===== src/sv/gle_pkg.sv =====
// ----------------------------------------------------------------------------
// gle_pkg: shared types and constants for the GIF LZW encoder
// Widths, state encoding, hash function, output beat type.
// ----------------------------------------------------------------------------
`default_nettype none
package gle_pkg;
    localparam int MAX_CODE_BITS = 12;
    localparam int HASH_DEPTH    = 8192;
    localparam int HASH_BITS     = $clog2(HASH_DEPTH);
    localparam int CODE_W        = MAX_CODE_BITS;
    localparam int FREE_W        = MAX_CODE_BITS + 1;
    localparam int CW_W          = 5;
    localparam int ACC_W         = 64;
    localparam int CNT_W         = 7;
    localparam int MAX_RESULTS   = 6;
    localparam int RES_W         = 3;
    // entry: code, symbol, prefix
    localparam int ENTRY_W       = CODE_W + 8 + CODE_W;

    typedef enum logic [3:0] {
        ST_CLEAR,
        ST_IDLE,
        ST_PROBE,
        ST_CHECK,
        ST_LAST_PRE,
        ST_LAST_END,
        ST_FLUSH,
        ST_DRAIN
    } t_state;

    typedef struct packed {
        logic [7:0] out_byte;
        logic       end_of_run;
        logic       end_of_frame;
    } t_out_beat;

    function automatic logic [HASH_BITS-1:0] hash_of(input logic [CODE_W-1:0] pre,
                                                     input logic [7:0] sym);
        logic [31:0] key;
        logic [31:0] prod;
        begin
            key  = (32'(pre) << 8) | 32'(sym);
            prod = key * 32'd2654435761;
            hash_of = HASH_BITS'(prod >> 7);
        end
    endfunction
endpackage
`default_nettype wire


===== src/sv/gle_if.sv =====
// ----------------------------------------------------------------------------
// gle_in_if / gle_out_if: valid/ready channels of the encoder
// Pixel beat in, packed byte beat out.
// ----------------------------------------------------------------------------
`default_nettype none


interface gle_out_if;
    logic       valid;
    logic       ready;
    logic [7:0] out_byte;
    logic       end_of_run;
    logic       end_of_frame;
    modport source (output valid, out_byte, end_of_run, end_of_frame, input ready);
    modport sink   (input valid, out_byte, end_of_run, end_of_frame, output ready);
endinterface
`default_nettype wire


===== src/sv/gle_out_fifo.sv =====
// ----------------------------------------------------------------------------
// gle_out_fifo: small byte queue between the packer and the output channel
// Eight deep; the packer only starts an item with room for six beats.
// ----------------------------------------------------------------------------
`default_nettype none
module gle_out_fifo (
    input  wire logic               i_clk,
    input  wire logic               i_rst_n,
    input  wire logic               i_push,
    input  wire gle_pkg::t_out_beat i_beat,
    output logic [3:0]              o_count,
    gle_out_if.source               out_ch
);
    import gle_pkg::*;
    t_out_beat  r_q [8];
    logic [2:0] r_wp, r_rp;
    logic [3:0] r_cnt;
    logic       pop;

    assign pop           = out_ch.valid && out_ch.ready;
    assign out_ch.valid  = (r_cnt != 4'd0);
    assign out_ch.out_byte     = r_q[r_rp].out_byte;
    assign out_ch.end_of_run   = r_q[r_rp].end_of_run;
    assign out_ch.end_of_frame = r_q[r_rp].end_of_frame;
    assign o_count = r_cnt;

    always_ff @(posedge i_clk) begin
        if (i_push) begin
            r_q[r_wp] <= i_beat;
        end
        if (!i_rst_n) begin
            r_wp  <= '0;
            r_rp  <= '0;
            r_cnt <= '0;
        end else begin
            if (i_push) r_wp <= r_wp + 3'd1;
            if (pop)    r_rp <= r_rp + 3'd1;
            r_cnt <= r_cnt + 4'(i_push) - 4'(pop);
        end
    end
endmodule
`default_nettype wire


===== src/flat_wrapper.sv =====
// flat-port wrapper written by rule: the top's interface ports become plain ports
module gle_out_fifo_flat import gle_pkg::*;
  (i_clk, i_rst_n, i_push, i_beat, o_count, out_ch_valid, out_ch_out_byte, out_ch_end_of_run, out_ch_end_of_frame, out_ch_ready);
  gle_out_if out_ch_i ();
  input  wire logic i_clk;
  input  wire logic i_rst_n;
  input  wire logic i_push;
  input  wire gle_pkg::t_out_beat i_beat;
  output logic [3:0] o_count;
  output wire logic [$bits(out_ch_i.valid)-1:0] out_ch_valid;
  output wire logic [$bits(out_ch_i.out_byte)-1:0] out_ch_out_byte;
  output wire logic [$bits(out_ch_i.end_of_run)-1:0] out_ch_end_of_run;
  output wire logic [$bits(out_ch_i.end_of_frame)-1:0] out_ch_end_of_frame;
  input wire logic [$bits(out_ch_i.ready)-1:0] out_ch_ready;
  assign out_ch_valid = out_ch_i.valid;
  assign out_ch_out_byte = out_ch_i.out_byte;
  assign out_ch_end_of_run = out_ch_i.end_of_run;
  assign out_ch_end_of_frame = out_ch_i.end_of_frame;
  assign out_ch_i.ready = out_ch_ready;
  gle_out_fifo u_core (.i_clk(i_clk), .i_rst_n(i_rst_n), .i_push(i_push), .i_beat(i_beat), .o_count(o_count), .out_ch(out_ch_i));
endmodule

===== config.mk =====
export PLATFORM = sky130hd
export DESIGN_NAME = gle_out_fifo_flat
export DESIGN_NICKNAME = d
export VERILOG_FILES = /design/src/sv/gle_pkg.sv /design/src/sv/gle_if.sv /design/src/sv/gle_out_fifo.sv /design/src/flat_wrapper.sv
export SDC_FILE = /design/constraint.sdc
export NUM_CORES = 1
export LEC_CHECK = 0
export BUFFER_PORTS_ARGS = -buffer_cell sky130_fd_sc_hd__buf_4
export CAP_MARGIN = 20
export CORE_ASPECT_RATIO = 0.8
export CORE_MARGIN = 2
export CORE_UTILIZATION = 40
export DETAILED_ROUTE_END_ITERATION = 12
export GPL_TIMING_DRIVEN = 0
export PLACE_DENSITY_LB_ADDON = 0.25
export SLEW_MARGIN = 25
export SYNTH_ARGS = -nofsm -noshare
export SYNTH_HDL_FRONTEND = slang
export SYNTH_SLANG_ARGS = --single-unit

===== constraint.sdc =====
create_clock -name i_clk -period 3.7 [get_ports i_clk]
set_input_delay 0.185 -clock i_clk [delete_from_list [all_inputs] [get_ports i_clk]]
set_output_delay 0.185 -clock i_clk [all_outputs]
set_load 0.01 [all_outputs]

==> metrics.csv, run 1 <==
metric;value;unit
Synth Register Bits;93;
yosys warns;0;
TritonCTS clock tree;yes;
syn nets;208;
routed len/inst;18.9;µm
RSZ-0062 raised after global routing;no;
ys flop type;edfxtp_1;
CTS Buf Count;9;
DP Worst Slack;1.54;ns
status;finished clean;
Root Driver;clkbuf_16;
Worst slew margin;47.1;%
Starting Density;41.3;%
CP startpoint kind;flip-flop;
initial DRC count;74;
Setup CP Type;flip-flop to output port;
Syn Std Cell Area;3740;µm²
Core Box Area;9080;µm²
register area share after synthesis;71.1;%
leak pwr;1.57;nW
Slew @ Worst Pin;0.794;ns
Critical Path Sink Type;output port;
maximum buffer depth of the clock tree;2;
Max-cap violations;0;
most common cell in the netlist;edfxtp_1;
ys async rst share;0;%
multi-input logic area;1050;µm²
area delta synth->final;18.7;%
critical path arrival;2.09;ns
count of TritonRoute iterations in the first routing pass;5;
Worst Hold Class;primary input to flip-flop;
initial antenna violation count;0;
register area;2660;µm²
antenna diode count;0;
Boundary Pins;29;
largest net degree at the start of global routing;17;
cts hold-fix bufs;0;
Post-synth EDFFs;80;
post-synth top area cell;edfxtp_1;
fmax;439;MHz
Syn Area/Cell;20.0;µm²
Max Clock Skew;0.00366;ns
Worst Path Max Fanout;10;
Post-Place Cells;333;
floorplan row count;31;
Final TNS setup;0;ns
Worst VDD drop;236;µV
synth unique cells;25;
Die Y;90.5;µm
clk_lat worst skew;0.33;ns
die width;112;µm
Final WS setup;1.42;ns
die area;10200;µm²
PortBufs;28;
Vias/cell;5.12;
via count;1788;
Post-route DRC;0;
critical path's slowest cell;clkbuf_1;
delay of the slowest critical-path stage;0.59;ns
grt total ovfl;0;
final setup violation count;0;
Post-CTS Setup Bufs;0;
post-DP HPWL;4130;µm
Tot GR Track Use;13.9;%
Nets;250;
synth top area cells;edfxtp_1, mux4_1, dfxtp_1;
first-pass GRT wire length;10400;µm
Synth top area share;64.1;%
post-route insts no fill;349;
CP Cell Sequence;clkbuf_1 -> mux4_1 -> mux2_2 -> buf_4;
H-tree Lvls;3;
Power Density;594;nW/µm²
fraction of layout cells with a size suffix above 1;29.5;%
filler cell count;772;
clock tree sinks;93;
clock-pin slew on the worst setup and hold paths;0.06;ns
ANT nets after route;0;
post-CTS sizing;0;
Final min period;2.28;ns
Final Hold Viols;0;
Critical Path RT;3.51;ns
max-slew violation count;0;
most frequent cells after synthesis;edfxtp_1, mux4_1, dfxtp_1;
Final Cycle Share;61.5;%
GP Congestion;0.664;
WL final;6610;µm
vias in the first global route;1808;
Gate Count Post-Synth;187;
-- final cells by class --
cell class	instances	area share [%]
plain buffers	6	0.844
clock buffers	9	5.07
clock inverters	7	1.66
inverters	4	0.338
multi-input cells	84	23.7
flip-flops and latches	93	59.9
well taps	115	3.24
repair buffers	31	5.24
-- kinds of logic (layout without fill, tap and decap cells) --
| family | Yosys count | count (layout) | synth area share (%) |
|---|---|---|---|
| DFF | 93 | 93 | 71.1 |
| xor gates and xnor gates | 3 | 3 | 0.702 |
| adders and majority gates | 7 | 7 | 2.54 |
| muxes | 39 | 39 | 19.4 |
| and+or+nand+nor | 33 | 33 | 4.48 |
| buffers and inverters | 10 | 57 | 1.40 |
| AOI/OAI and AO/OA | 2 | 2 | 0.334 |
-- sequential cells by signal, summed over array words and instances (netlist names), named ones only --
name	cells
u_core.r_q	80
u_core.r_wp	3
u_core.r_rp	3
u_core.o_count	4
-- layout by cell type (no fill, tap or decap) --
master,count
nand2b_1,6
inv_1,4
ha_1,6
mux4_1,20
nor2b_1,2
dfxtp_1,13
buf_4,31
nand2_2,1
clkbuf_16,9
xnor2_1,2
clkinv_4,3
nor3_2,2
mux2_2,10
xor2_1,1
clkbuf_1,3
nand3_1,1
edfxtp_1,80
buf_1,1
inv_6,1
and2_1,4
clkinv_1,1
a21o_1,1
nand2_1,8
a21oi_1,1
bufinv_16,1
fa_1,1
nor2_1,1
buf_6,2
nor2_2,6
or3b_2,1
mux2i_1,9
or2_2,1
clkinv_2,1
-- metal layers --
layer / routed length (µm) / vias to the layer above / share of wire, % / global-route usage, %
met4: 68 / 0 / 1.0 / 4.47
li1: - / 842 / - / -
met1: 3460 / 900 / 52 / 21.2
met5: 0 / - / 0 / 0
met2: 2820 / 38 / 43 / 19.4
met3: 257 / 8 / 3.9 / 3.56
-- worst paths after layout --
path / startpoint / endpoint / slack (ns) / cells after the start
worst max-delay path: flip-flop / out_ch_out_byte[3] / 1.42 / 4
worst min-delay path: i_beat[9] / u_core.r_q[0][9] / 0.09 / 1
worst max register to register: u_core.o_count[2] / u_core.o_count[3] / 1.52 / 9
worst min register to register: u_core.r_rp[2] / u_core.r_rp[2] / 0.48 / 2
-- critical path, delay by kind of cell (launching register included) --
kind                   cells  cell delay, ns
flip-flops                 1            0.33
multiplexers               2            0.70
buffers and inverters      2            0.73
-- power by group --
group          internal [mW]  leakage, nW  switching [mW]
Clock                  0.525        0.147           0.366
Combinational          0.285        0.585           0.239
Sequential              1.19        0.834          0.0320
Total                   2.00         1.57           0.637
-- per-stage QoR --
step                      hold slack [ns]  cell area, µm²  utilization [%]  power (mW)
after global placement              0.420            4100             45.2        1.77
after CTS                          0.0806            4450             49.0        2.68
after global routing               0.0785            4450             49.0        2.77
final                              0.0872            4450             49.0        2.64
after floorplan                     0.284            3740                -        1.58
after detailed placement            0.425            4150             45.7        1.78
(Power assumes the default switching activity.)
==> run 2: changes to the inputs <==
Clock period 3.7 ns to 2 ns, I/O delays scaled along.
==> run 2 against run 1 <==
Compared with the run above: clock power increased by 74%; clock-buffer cell count rose by 1; critical path depth did not move; non-clock buffer count is 11 higher; worst hold slack got worse by 0.074 ns; via count rose by 1.3%; power up 88%; utilization up 1.5 points; highest routed layer unchanged; combinational power grew 110%; setup slack lost 1.4 ns; clock skew rose by 0.0036 ns; design area rose by 3.0%; critical endpoint is now out_ch_out_byte[0].
==> metrics.csv, run 2 (synthesized netlist as in run 1, its figures left out) <==
metric;value;unit
PortBufs;28;
Nets;261;
initial antenna violation count;0;
net load switching power;1.26;mW
TritonCTS clock tree;yes;
commonest non-fill, non-tap cell in the layout;edfxtp_1;
GP Congestion;0.698;
routed metal-1 wirelength;3620;µm
Starting Density;41.3;%
Final TNS setup;0;ns
CTS Buf Count;9;
Max-cap violations;0;
ANT nets after route;0;
clock share of power;31.3;%
initial DRC count;54;
Critical Path Sink Type;output port;
DP Worst Slack;-0.0741;ns
die area;10200;µm²
Critical Path End;out_ch_out_byte[0];
critical path arrival;1.90;ns
most frequent cells in the layout;edfxtp_1, buf_4, mux4_1;
H-tree Lvls;3;
WL final;6910;µm
Post-route DRC;0;
via count;1812;
RR Endpoint;u_core.o_count[2];
Top reg by flops;u_core.r_q;
clock-pin slew on the worst setup and hold paths;0.06;ns
routed len/inst;19.2;µm
area delta synth->final;22.3;%
post-DP HPWL;4190;µm
DR WL met3;183;µm
count of TritonRoute iterations in the first routing pass;4;
fin util;50.5;%
largest net degree at the start of global routing;17;
Design Power;4.96;mW
metal2 WL;3030;µm
delay of the slowest critical-path stage;0.54;ns
FF-to-FF path depth;10;
post-route insts no fill;360;
CP startpoint kind;flip-flop;
fmax;500;MHz
antenna diode count;0;
Setup CP Type;flip-flop to output port;
Final WS setup;0.0000919;ns
sequential share of power;46.1;%
Power Density;1080;nW/µm²
leak pwr;1.60;nW
Worst VDD drop;530;µV
Comb power frac;22.6;%
highest metal used;met4;
Root Driver;clkbuf_16;
clock tree sinks;93;
fraction of layout cells with a size suffix above 1;36.7;%
floorplan row count;31;
maximum buffer depth of the clock tree;2;
Worst Hold Class;primary input to flip-flop;
Die Y;90.5;µm
Worst slew margin;50.9;%
FF-to-FF setup slack;0.05;ns
grt total ovfl;0;
Post-Place Cells;332;
Sw Ratio;25.3;%
critical path's slowest cell;mux4_1;
Vias/cell;5.03;
status;finished clean;
Final min period;2.00;ns
Internal;3.71;mW
first-pass GRT wire length;10500;µm
clk_lat worst skew;0.33;ns
Max Clock Skew;0.00726;ns
max-slew violation count;0;
Boundary Pins;29;
Worst Path Max Fanout;10;
Tot GR Track Use;14.2;%
Slew @ Worst Pin;0.735;ns
RSZ-0062 raised after global routing;yes;
Final Cycle Share;100;%
die width;112;µm
Final Hold Viols;0;
vias in the first global route;1816;
Critical Path RT;1.90;ns
final setup violation count;0;
max FFs per register;80;
CP Cell Sequence;buf_12 -> mux4_1 -> mux2_2 -> buf_4;
RR Startpoint;u_core.o_count[2];
Core Box Area;9080;µm²
==> run 2: worst max-delay path: cells and delay by family, from the launching register on <==
| kind | cells | cell delay, ns |
|---|---|---|
| mux | 2 | 0.84 |
| flops | 1 | 0.41 |
| buf+inv | 2 | 0.32 |
==> run 2: layout make-up <==
| type | count | area [µm²] |
|---|---|---|
| Fill cell | 753 | 4500 |
| Sequential cell | 93 | 2670 |
| Clock inverter | 6 | 47.5 |
| Timing Repair Buffer | 42 | 363 |
| Buffer | 6 | 52.6 |
| Clock buffer | 10 | 229 |
| Inverter | 4 | 15.0 |
| Tap cell | 115 | 144 |
| Multi-Input combinational cell | 84 | 1060 |
==> run 2: worst min path at each step <==
stage	startpoint	to	slack [ns]	depth (start not counted)
2_1_floorplan	i_beat[0]	u_core.r_q[0][0]	0.20	0
3_3_place_gp	i_beat[3]	u_core.r_q[1][3]	0.34	1
3_5_place_dp	i_beat[0]	u_core.r_q[6][0]	0.34	1
4_1_cts	i_beat[5]	u_core.r_q[7][5]	0.002	1
5_1_grt	i_beat[5]	u_core.r_q[7][5]	0.02	1
6_report	i_beat[5]	u_core.r_q[7][5]	0.01	1
==> run 2: power by group through the flow <==
stage          Clock (mW)  Sequential [mW]  Combinational (mW)
6_report             1.55             2.29                1.12
5_1_grt              1.68             2.30                1.22
4_1_cts              1.59             2.29                1.08
3_5_place_dp            0             2.31                1.01
3_3_place_gp            0             2.31               0.987
2_1_floorplan           0             2.32               0.644
==> run 2: stage by stage <==
stage / hold WS, ns / cell area, µm²
after global routing: 0.0159 / 4580
final: 0.0130 / 4580
after floorplan: 0.199 / 3760
after global placement: 0.337 / 4110
after detailed placement: 0.340 / 4160
after CTS: 0.00243 / 4560
==> run 2: layer usage <==
layer	vias to the layer above	GRT usage [%]
met5	-	0
met4	0	4.27
met3	7	3.62
met2	24	20.4
met1	929	21.5
li1	852	-
==> run 2: timing repair <==
| item | CTS | global route |
|---|---|---|
| pin swaps | 2 | 6 |
| gates resized for setup | 13 | 8 |
| hold buffers | 8 | 0 |
| setup buffers | 1 | 2 |
| hold endpoints to repair | 52 | 0 |
| setup endpoints to repair | 13 | 13 |
| gates cloned | 1 | 0 |
